### src/design/htw_pkg.sv
// htw_pkg: shared types and constants for the timing wheel
// no dependencies
package htw_pkg;

    localparam int TIMER_SLOTS_DEF = 32;
    localparam int BUCKET_BITS_DEF = 8;
    localparam int LEVEL_COUNT_DEF = 3;
    localparam int SLOT_SHIFT_DEF  = 4;
    localparam int TIME_W  = 48;
    localparam int DELAY_W = 32;
    localparam int ID_W    = 5;

    typedef enum logic [1:0] {
        OP_ADD  = 2'd0,
        OP_NEXT = 2'd1,
        OP_TICK = 2'd2,
        OP_NONE = 2'd3
    } opcode_t;

    typedef enum logic [2:0] {
        ST_FIRED = 3'd0,
        ST_ADDED = 3'd1,
        ST_RANGE = 3'd2,
        ST_BUSY  = 3'd3,
        ST_DONE  = 3'd4
    } status_t;

    typedef struct packed {
        logic [1:0]         opcode;
        logic [ID_W-1:0]    timer_id;
        logic [DELAY_W-1:0] delay_us;
    } in_word_t;

    typedef struct packed {
        logic [2:0]        status;
        logic [ID_W-1:0]   fired_id;
        logic [TIME_W-1:0] expiry_time;
        logic              last;
    } out_word_t;

    // classified command handed from front to back
    typedef struct packed {
        logic              is_tick;
        logic              is_add;
        logic [2:0]        reject;      // ST_ADDED when accepted
        logic [ID_W-1:0]   id;
        logic [DELAY_W:0]  left;        // remaining time (33 bits)
        logic [DELAY_W:0]  add_amt;     // amount added to current time
    } cmd_t;

    typedef enum logic [2:0] {
        BK_IDLE,
        BK_ADD,
        BK_CASC,
        BK_FIRE0,
        BK_DONE
    } back_state_t;

endpackage

### src/design/htw_front.sv
// htw_front: input word acceptance, opcode decode and delay range check
// depends on htw_pkg
module htw_front #(
    parameter int BUCKET_BITS = 8,
    parameter int LEVEL_COUNT = 3,
    parameter int SLOT_SHIFT  = 4
) (
    input  logic              aclk,
    input  logic              aresetn,
    input  logic              s_valid,
    output logic              s_ready,
    input  htw_pkg::in_word_t s_data,
    output logic              q_valid,
    input  logic              q_ready,
    output htw_pkg::cmd_t     q_cmd
);
    import htw_pkg::*;

    localparam int LIM_BIT = SLOT_SHIFT + LEVEL_COUNT * BUCKET_BITS;
    localparam int SLOT_US = 1 << SLOT_SHIFT;

    logic q_valid_reg, q_valid_next;
    cmd_t q_cmd_reg, q_cmd_next;
    logic too_big;

    assign s_ready = !q_valid_reg || q_ready;
    assign q_valid = q_valid_reg;
    assign q_cmd   = q_cmd_reg;

    // delay at or above the wheel span
    always_comb begin
        if (LIM_BIT >= DELAY_W) too_big = 1'b0;
        else too_big = (s_data.delay_us >> LIM_BIT) != '0;
    end

    // classify the incoming word
    always_comb begin
        q_cmd_next = q_cmd_reg;
        q_valid_next = q_valid_reg;
        if (q_valid_reg && q_ready) q_valid_next = 1'b0;
        if (s_valid && s_ready) begin
            q_cmd_next.is_tick = s_data.opcode == OP_TICK;
            q_cmd_next.is_add  = s_data.opcode == OP_ADD || s_data.opcode == OP_NEXT;
            q_cmd_next.id      = s_data.timer_id;
            q_cmd_next.reject  = ST_ADDED;
            if (s_data.opcode == OP_ADD) begin
                q_cmd_next.left    = {1'b0, s_data.delay_us};
                q_cmd_next.add_amt = {1'b0, s_data.delay_us} + (DELAY_W+1)'(SLOT_US - 1);
                if (s_data.delay_us == '0 || too_big) q_cmd_next.reject = ST_RANGE;
            end else begin
                q_cmd_next.left    = (DELAY_W+1)'(SLOT_US);
                q_cmd_next.add_amt = (DELAY_W+1)'(SLOT_US);
            end
            q_valid_next = s_data.opcode != OP_NONE;
        end
    end

    always_ff @(posedge aclk) begin
        if (!aresetn) begin
            q_valid_reg <= 1'b0;
        end else begin
            q_valid_reg <= q_valid_next;
        end
        q_cmd_reg <= q_cmd_next;
    end
endmodule

### src/design/htw_back.sv
// htw_back: timer table, adds, cascade and level-0 scan, result register
// depends on htw_pkg
module htw_back #(
    parameter int TIMER_SLOTS = 32,
    parameter int BUCKET_BITS = 8,
    parameter int LEVEL_COUNT = 3,
    parameter int SLOT_SHIFT  = 4
) (
    input  logic                      aclk,
    input  logic                      aresetn,
    input  logic                      cfg_wr_en,
    input  logic [htw_pkg::TIME_W-1:0] cfg_wr_data,
    input  logic                      q_valid,
    output logic                      q_ready,
    input  htw_pkg::cmd_t             q_cmd,
    output logic                      m_valid,
    input  logic                      m_ready,
    output htw_pkg::out_word_t        m_data
);
    import htw_pkg::*;

    localparam int SW = (TIMER_SLOTS > 1) ? $clog2(TIMER_SLOTS) : 1;
    localparam int LW = (LEVEL_COUNT > 1) ? $clog2(LEVEL_COUNT) : 1;
    localparam int SLOT_US = 1 << SLOT_SHIFT;

    back_state_t state_reg, state_next;
    logic [TIME_W-1:0] now_reg, now_next;
    logic [TIMER_SLOTS-1:0] act_reg, act_next;
    logic [TIME_W-1:0] exp_mem [TIMER_SLOTS];
    logic [LW-1:0] lvl_mem [TIMER_SLOTS];
    logic [BUCKET_BITS-1:0] bkt_mem [TIMER_SLOTS];
    logic [SW-1:0] idx_reg, idx_next;
    logic [LW-1:0] cl_reg, cl_next;
    cmd_t cmd_reg, cmd_next;
    logic ov_reg, ov_next;
    out_word_t od_reg, od_next;

    // table write port
    logic wr_en;
    logic [SW-1:0] wr_idx;
    logic [TIME_W-1:0] wr_exp;
    logic [LW-1:0] wr_lvl;
    logic [BUCKET_BITS-1:0] wr_bkt;

    function automatic logic [BUCKET_BITS-1:0] offs(input logic [TIME_W-1:0] t,
                                                    input int l);
        logic [TIME_W-1:0] s;
        s = t >> (l * BUCKET_BITS + SLOT_SHIFT);
        return s[BUCKET_BITS-1:0];
    endfunction

    // level from the leading bit of the remaining time, saturated
    function automatic logic [LW-1:0] lvl_of(input logic [TIME_W-1:0] left);
        logic [TIME_W-1:0] v;
        logic [LW-1:0] r;
        v = left | TIME_W'(SLOT_US);
        r = '0;
        for (int l = 1; l < LEVEL_COUNT; l++) begin
            if ((v >> (l * BUCKET_BITS + SLOT_SHIFT)) != '0) r = LW'(l);
        end
        return r;
    endfunction

    logic [TIME_W-1:0] add_exp, cur_exp, rem;
    logic [LW-1:0] add_lvl, re_lvl;
    logic hit, last_idx, casc_more;
    logic id_ok;
    logic out_free;

    assign out_free = !ov_reg || m_ready;
    assign m_valid  = ov_reg;
    assign m_data   = od_reg;
    assign add_exp  = now_reg + TIME_W'(cmd_reg.add_amt);
    assign add_lvl  = lvl_of(TIME_W'(cmd_reg.left));
    assign cur_exp  = exp_mem[idx_reg];
    assign rem      = cur_exp - now_reg;
    assign re_lvl   = lvl_of(rem);
    assign last_idx = idx_reg == SW'(TIMER_SLOTS - 1);
    assign id_ok    = ({1'b0, cmd_reg.id} < (ID_W+1)'(TIMER_SLOTS));
    assign q_ready  = state_reg == BK_IDLE;
    assign casc_more = (int'(cl_reg) + 1 < LEVEL_COUNT) &&
                       (offs(now_reg, int'(cl_reg)) == '0);

    always_comb begin
        hit = 1'b0;
        if (state_reg == BK_CASC)
            hit = act_reg[idx_reg] && lvl_mem[idx_reg] == cl_reg &&
                  bkt_mem[idx_reg] == offs(now_reg, int'(cl_reg));
        else if (state_reg == BK_FIRE0)
            hit = act_reg[idx_reg] && lvl_mem[idx_reg] == '0 &&
                  bkt_mem[idx_reg] == offs(now_reg, 0);
    end

    // sequencer: one slot per cycle in scans, held on a result stall
    always_comb begin
        state_next = state_reg;
        now_next = now_reg;
        act_next = act_reg;
        idx_next = idx_reg;
        cl_next = cl_reg;
        cmd_next = cmd_reg;
        ov_next = ov_reg && !m_ready;
        od_next = od_reg;
        wr_en = 1'b0;
        wr_idx = idx_reg;
        wr_exp = cur_exp;
        wr_lvl = re_lvl;
        wr_bkt = offs(cur_exp, int'(re_lvl));
        case (state_reg)
            BK_IDLE: begin
                if (q_valid) begin
                    cmd_next = q_cmd;
                    idx_next = '0;
                    if (q_cmd.is_tick) begin
                        if (LEVEL_COUNT > 1 && offs(now_reg, 0) == '0) begin
                            cl_next = LW'(1);
                            state_next = BK_CASC;
                        end else begin
                            state_next = BK_FIRE0;
                        end
                    end else begin
                        state_next = BK_ADD;
                    end
                end
            end
            BK_ADD: begin
                if (out_free) begin
                    ov_next = 1'b1;
                    od_next.fired_id = cmd_reg.id;
                    od_next.last = 1'b1;
                    od_next.expiry_time = '0;
                    if (cmd_reg.reject == ST_RANGE) begin
                        od_next.status = ST_RANGE;
                    end else if (!id_ok || act_reg[SW'(cmd_reg.id)]) begin
                        od_next.status = ST_BUSY;
                    end else begin
                        od_next.status = ST_ADDED;
                        od_next.expiry_time = add_exp;
                        wr_en = 1'b1;
                        wr_idx = SW'(cmd_reg.id);
                        wr_exp = add_exp;
                        wr_lvl = add_lvl;
                        wr_bkt = offs(add_exp, int'(add_lvl));
                        act_next[SW'(cmd_reg.id)] = 1'b1;
                    end
                    state_next = BK_IDLE;
                end
            end
            BK_CASC: begin
                if (!hit || cur_exp > now_reg || out_free) begin
                    if (hit) begin
                        if (cur_exp <= now_reg) begin
                            act_next[idx_reg] = 1'b0;
                            ov_next = 1'b1;
                            od_next = '{ST_FIRED, ID_W'(idx_reg), cur_exp, 1'b0};
                        end else begin
                            wr_en = 1'b1;
                        end
                    end
                    idx_next = idx_reg + 1'b1;
                    if (last_idx) begin
                        idx_next = '0;
                        if (casc_more) cl_next = cl_reg + 1'b1;
                        else state_next = BK_FIRE0;
                    end
                end
            end
            BK_FIRE0: begin
                if (!hit || out_free) begin
                    if (hit) begin
                        act_next[idx_reg] = 1'b0;
                        ov_next = 1'b1;
                        od_next = '{ST_FIRED, ID_W'(idx_reg), cur_exp, 1'b0};
                    end
                    idx_next = idx_reg + 1'b1;
                    if (last_idx) begin
                        idx_next = '0;
                        state_next = BK_DONE;
                    end
                end
            end
            BK_DONE: begin
                if (out_free) begin
                    ov_next = 1'b1;
                    od_next = '{ST_DONE, '0, now_reg, 1'b1};
                    now_next = now_reg + TIME_W'(SLOT_US);
                    state_next = BK_IDLE;
                end
            end
            default: state_next = BK_IDLE;
        endcase
        if (cfg_wr_en) now_next = cfg_wr_data;
    end

    always_ff @(posedge aclk) begin
        if (!aresetn) begin
            state_reg <= BK_IDLE;
            now_reg <= '0;
            act_reg <= '0;
            ov_reg <= 1'b0;
        end else begin
            state_reg <= state_next;
            now_reg <= now_next;
            act_reg <= act_next;
            ov_reg <= ov_next;
        end
        idx_reg <= idx_next;
        cl_reg <= cl_next;
        cmd_reg <= cmd_next;
        od_reg <= od_next;
    end

    // timer table
    always_ff @(posedge aclk) begin
        if (wr_en) begin
            exp_mem[wr_idx] <= wr_exp;
            lvl_mem[wr_idx] <= wr_lvl;
            bkt_mem[wr_idx] <= wr_bkt;
        end
    end
endmodule

### src/design/hierarchical_timer_wheel.sv
// Three-level timing wheel for up to TIMER_SLOTS timers. A tick walks the
// timer table one slot per cycle, and holds while the result side stalls:
// a pass for each level that cascades, then a pass for the level-0 bucket,
// then the done word. The front decode stage holds one word so the next
// item waits there while the back end works.
// top level; depends on htw_pkg, htw_front, htw_back
module hierarchical_timer_wheel #(
    parameter int TIMER_SLOTS = htw_pkg::TIMER_SLOTS_DEF,
    parameter int BUCKET_BITS = htw_pkg::BUCKET_BITS_DEF,
    parameter int LEVEL_COUNT = htw_pkg::LEVEL_COUNT_DEF,
    parameter int SLOT_SHIFT  = htw_pkg::SLOT_SHIFT_DEF
) (
    input  logic                       aclk,
    input  logic                       aresetn,
    input  logic                       cfg_wr_en,
    input  logic [htw_pkg::TIME_W-1:0] cfg_wr_data,
    input  logic                       s_valid,
    output logic                       s_ready,
    input  htw_pkg::in_word_t          s_data,
    output logic                       m_valid,
    input  logic                       m_ready,
    output htw_pkg::out_word_t         m_data
);
    import htw_pkg::*;

    logic q_valid, q_ready;
    cmd_t q_cmd;

    htw_front #(.BUCKET_BITS(BUCKET_BITS), .LEVEL_COUNT(LEVEL_COUNT),
                .SLOT_SHIFT(SLOT_SHIFT)) u_front (
        .aclk(aclk), .aresetn(aresetn), .s_valid(s_valid), .s_ready(s_ready),
        .s_data(s_data), .q_valid(q_valid), .q_ready(q_ready), .q_cmd(q_cmd)
    );

    htw_back #(.TIMER_SLOTS(TIMER_SLOTS), .BUCKET_BITS(BUCKET_BITS),
               .LEVEL_COUNT(LEVEL_COUNT), .SLOT_SHIFT(SLOT_SHIFT)) u_back (
        .aclk(aclk), .aresetn(aresetn), .cfg_wr_en(cfg_wr_en),
        .cfg_wr_data(cfg_wr_data), .q_valid(q_valid), .q_ready(q_ready),
        .q_cmd(q_cmd), .m_valid(m_valid), .m_ready(m_ready), .m_data(m_data)
    );
endmodule

### config.mk
export PLATFORM = sky130hd
export DESIGN_NAME = hierarchical_timer_wheel
export DESIGN_NICKNAME = d
export VERILOG_FILES = /design/src/design/htw_pkg.sv /design/src/design/htw_front.sv /design/src/design/htw_back.sv /design/src/design/hierarchical_timer_wheel.sv
export SDC_FILE = /design/constraint.sdc
export NUM_CORES = 2
export LEC_CHECK = 0
export BUFFER_PORTS_ARGS = -buffer_cell sky130_fd_sc_hd__buf_2
export CAP_MARGIN = 20
export CORE_MARGIN = 4
export CORE_UTILIZATION = 52
export CTS_BUF_LIST = sky130_fd_sc_hd__clkbuf_8
export CTS_CLUSTER_SIZE = 25
export DETAILED_ROUTE_END_ITERATION = 10
export PLACE_DENSITY_LB_ADDON = 0.1
export SYNTH_ARGS = -nofsm -noshare
export SYNTH_HDL_FRONTEND = slang
export SYNTH_SLANG_ARGS = --single-unit
### constraint.sdc
create_clock -name aclk -period 23.2 [get_ports aclk]
set_input_delay 1.16 -clock aclk [delete_from_list [all_inputs] [get_ports aclk]]
set_output_delay 1.16 -clock aclk [all_outputs]
set_load 0.02 [all_outputs]
==> out/results.ini <==
[logic_synthesis]
synth_cell_types = 94
synth_area_per_cell_um2 = 17.7
synth-edff-count = 2041
ys_seq_area_share_pct = 70.2
ys_ff_latch = 2131
synthFlopType = edfxtp_1
netlist_area_um2 = 89900
ys_warn_count = 0
synthArstFlopShare_pct = 0
synth_cells = 5068
syn_nets = 5253

[floorplan]
rows = 152
coreArea_um2 = 172000
die_h_um = 424
die_w_um = 424
io_pins = 151
start_util_pct = 52.3
dieArea_um2 = 180000

[routing]
drtAntennaViolNets = 0
drc_errors = 0
wl_per_cell_um = 32.0
vias = 50700
firstDrtPassIters = 5
viasPerCell = 6.30
drt_wl_total_mm = 257
drt_iter0_markers = 5646

[cells_and_area]
regArea_um2 = 63100
area_delta_synth_final_pct = 12.0
regMostFlops = u_back.exp_mem
finalNetCount = 5648
fin_util_pct = 58.6
multiInputGateArea_um2 = 25900
drive_gt1_share_pct = 24.6
reg_top3 = u_back.exp_mem: 1536 flops, u_back.bkt_mem: 256 flops, u_back.lvl_mem: 64 flops
n_fill_cell = 12900
largest_reg_flops = 1536

[worst_hold_path]
worstHoldEndpoint = u_front.q_cmd[66]
worst_hold_path.num_cells = 1
min_from = s_data[32]
hold_class = input port to flop

[grt]
grt_max_degree = 113
grt_pass1_wl_mm = 369
grt_usage_pct = 28.7
grt_overflow = 0
antenna_found_initial = 12
grt_pass1_vias = 50900

[power]
leakage_uw = 0.0325
vdd_drop_max_v = 0.000113
power_density_nw_per_um2 = 145

[timing]
relSlewSlack_pct = 19.4
slew_violations = 0
hold_ws_ps = 346
setup_violations = 0
finalHoldViolCount = 0
fin_crit_ps = 10800
grt_setup_unrepaired = false
finalSetupTns_ps = 0
finClkSkew_ps = 112
setup_slack_ps = 12400
period_share_pct = 46.6
fmax_mhz = 92.6
tightest_slew_ps = 1180

[clocking]
htreeDepth = 5
clk_transition_reported_paths_ps = 60
numCtsBuffers = 360
ctsResizeCount = 0
cts_num_sinks = 2131
cts_root_buffer = clkbuf_8
postCtsSetupBuffers = 0
cts_tree = built
cts_hold_buf = 0
clk_latency_ps = 1060
clk_path_buf_depth = 4

[setup_path]
cp_top_family = buffers and inverters
r2r_end = u_back.exp_mem[22][43]
crit_required_ps = 23800
cp_max_fo = 77
end_kind = flop
cpMaxStageDelayCell = mux2i_1
max_stage_delay_ps = 920
critPathKind = flop to flop
cp_cell_sequence = buf_12 > buf_4 > buf_4 > mux4_2 > mux4_2 > mux2i_1 > inv_1 > ha_1 > nand4_1 > or3_1 > o21a_1 > a31oi_1 > o211ai_1 > a21o_1 > a21oi_1 > a21o_1 > nand2_1 > nor2_4 > buf_4
worstRegToRegCells = 19
critPathLaunchType = flop
crit_arrival_ps = 11400
r2r_slack_ps = 12400
cp_num_buf_inv = 5
cp_common_cell = buf_4

[placement]
place_ws_ps = 12450
dp_hpwl_mm = 163
gp_congestion = 0.948
io_buffers = 150

[status]
outcome = finished clean

[flow_run]
drv_cap = 0

-- report_power, final --
group / internal [uW] / switching [uW] / total [uW]
Sequential: 5580 / 131 / 5710
Combinational: 1920 / 4060 / 5980
Clock: 1500 / 1450 / 2960
-- layout make-up --
class | instances | area share (%)
clock buffer | 370 | 5.06
multi-input combinational | 2559 | 25.8
timing repair buffer | 299 | 2.12
tap | 2310 | 2.87
sequential | 2131 | 62.7
inverter | 112 | 0.417
antenna | 11 | 0.0273
clock inverter | 245 | 1.07
-- layout by cell type (no fill, tap or decap), drive strengths merged, types with 92 or more instances in the layout --
cell    Yosys  layout
edfxtp   2041    2041
mux4      531     531
clkbuf    160     371
buf       106     298
nor2      260     260
nand2     256     256
inv       109     221
mux2i     169     169
a21oi     160     160
o21ai     150     150
clkinv      3     128
xnor2     102     102
ha         92      92
-- through the flow --
step	cell area [um2]	power, uW	std cells
final	101000	14600	8037
after floorplan	89900	9170	5068
after global routing	101000	15300	8033
after global placement	94200	11600	7396
after detailed placement	94300	11700	7402
after CTS	101000	14700	8017
-- worst max-delay path by stage --
stage                                   to  slack, ps  cells after the start
detailed placement  u_back.exp_mem[20][44]      12450                     19
finish              u_back.exp_mem[22][43]      12400                     19
floorplan             u_back.bkt_mem[0][0]      14780                     23
global route        u_back.exp_mem[20][31]      11950                     19
CTS                 u_back.exp_mem[20][31]      12420                     19
global placement     u_back.exp_mem[9][34]      12460                     19
-- metal layers --
| metal | vias to the layer above | GRT usage (%) | part of all wire (%) |
|---|---|---|---|
| met1 | 26500 | 39.3 | 40 |
| met4 | 0 | 11.9 | 4.5 |
| li1 | 21300 | - | - |
| met3 | 485 | 5.49 | 7.5 |
| met2 | 2349 | 45.7 | 48 |
| met5 | - | 0 | 0 |
-- worst reg2reg max path: cells and delay by family (launching register included) --
| family | cells | cell delay, ps |
|---|---|---|
| and+or+nand+nor | 4 | 2050 |
| DFF | 1 | 610 |
| AOI/OAI and AO/OA | 6 | 2030 |
| buffers and inverters | 5 | 3050 |
| muxes | 3 | 2040 |
| adders and majority gates | 1 | 520 |
-- cells in the mapped netlist (14+ instances only) --
| master | count | share of area (%) |
|---|---|---|
| o21a_1 | 20 | 0.17 |
| nand3_1 | 79 | 0.44 |
| o221ai_1 | 30 | 0.29 |
| and2_1 | 69 | 0.48 |
| nand2b_1 | 31 | 0.22 |
| clkbuf_1 | 160 | 0.67 |
| a22oi_1 | 46 | 0.38 |
| edfxtp_1 | 2041 | 68 |
| a211oi_1 | 14 | 0.12 |
| xor2_1 | 45 | 0.44 |
| o21ai_0 | 143 | 0.80 |
| mux2_2 | 27 | 0.34 |
| a21oi_1 | 160 | 0.89 |
| buf_2 | 55 | 0.31 |
| ha_1 | 92 | 1.3 |
| a21o_1 | 26 | 0.22 |
| nor4_1 | 28 | 0.19 |
| xnor2_1 | 102 | 0.99 |
| dfxtp_1 | 90 | 2.0 |
| nor3_1 | 62 | 0.35 |
| a31oi_1 | 19 | 0.13 |
| mux2i_1 | 169 | 1.9 |
| and3_1 | 25 | 0.17 |
| inv_1 | 108 | 0.45 |
| mux4_2 | 531 | 13 |
| nand4_1 | 54 | 0.38 |
| nor2_1 | 260 | 1.1 |
| buf_1 | 42 | 0.18 |
| nand2_1 | 256 | 1.1 |
| nor2b_1 | 31 | 0.22 |
-- cells by family (layout without fill, tap and decap cells) --
logic type               Yosys count  count (layout)  synth area share, %
buffers and inverters            378            1026                 1.71
XOR/XNOR                         147             147                 1.43
AND/OR/NAND/NOR                  968             968                 5.24
multiplexers                     728             728                 15.5
AO/OA/AOI/OAI                    623             623                 4.59
adder cells (fa/ha/maj)           93              93                 1.30
other                              0              11                    0
flip-flops                      2131            2131                 70.2
No activity file was read; power rests on OpenSTA's default activity.
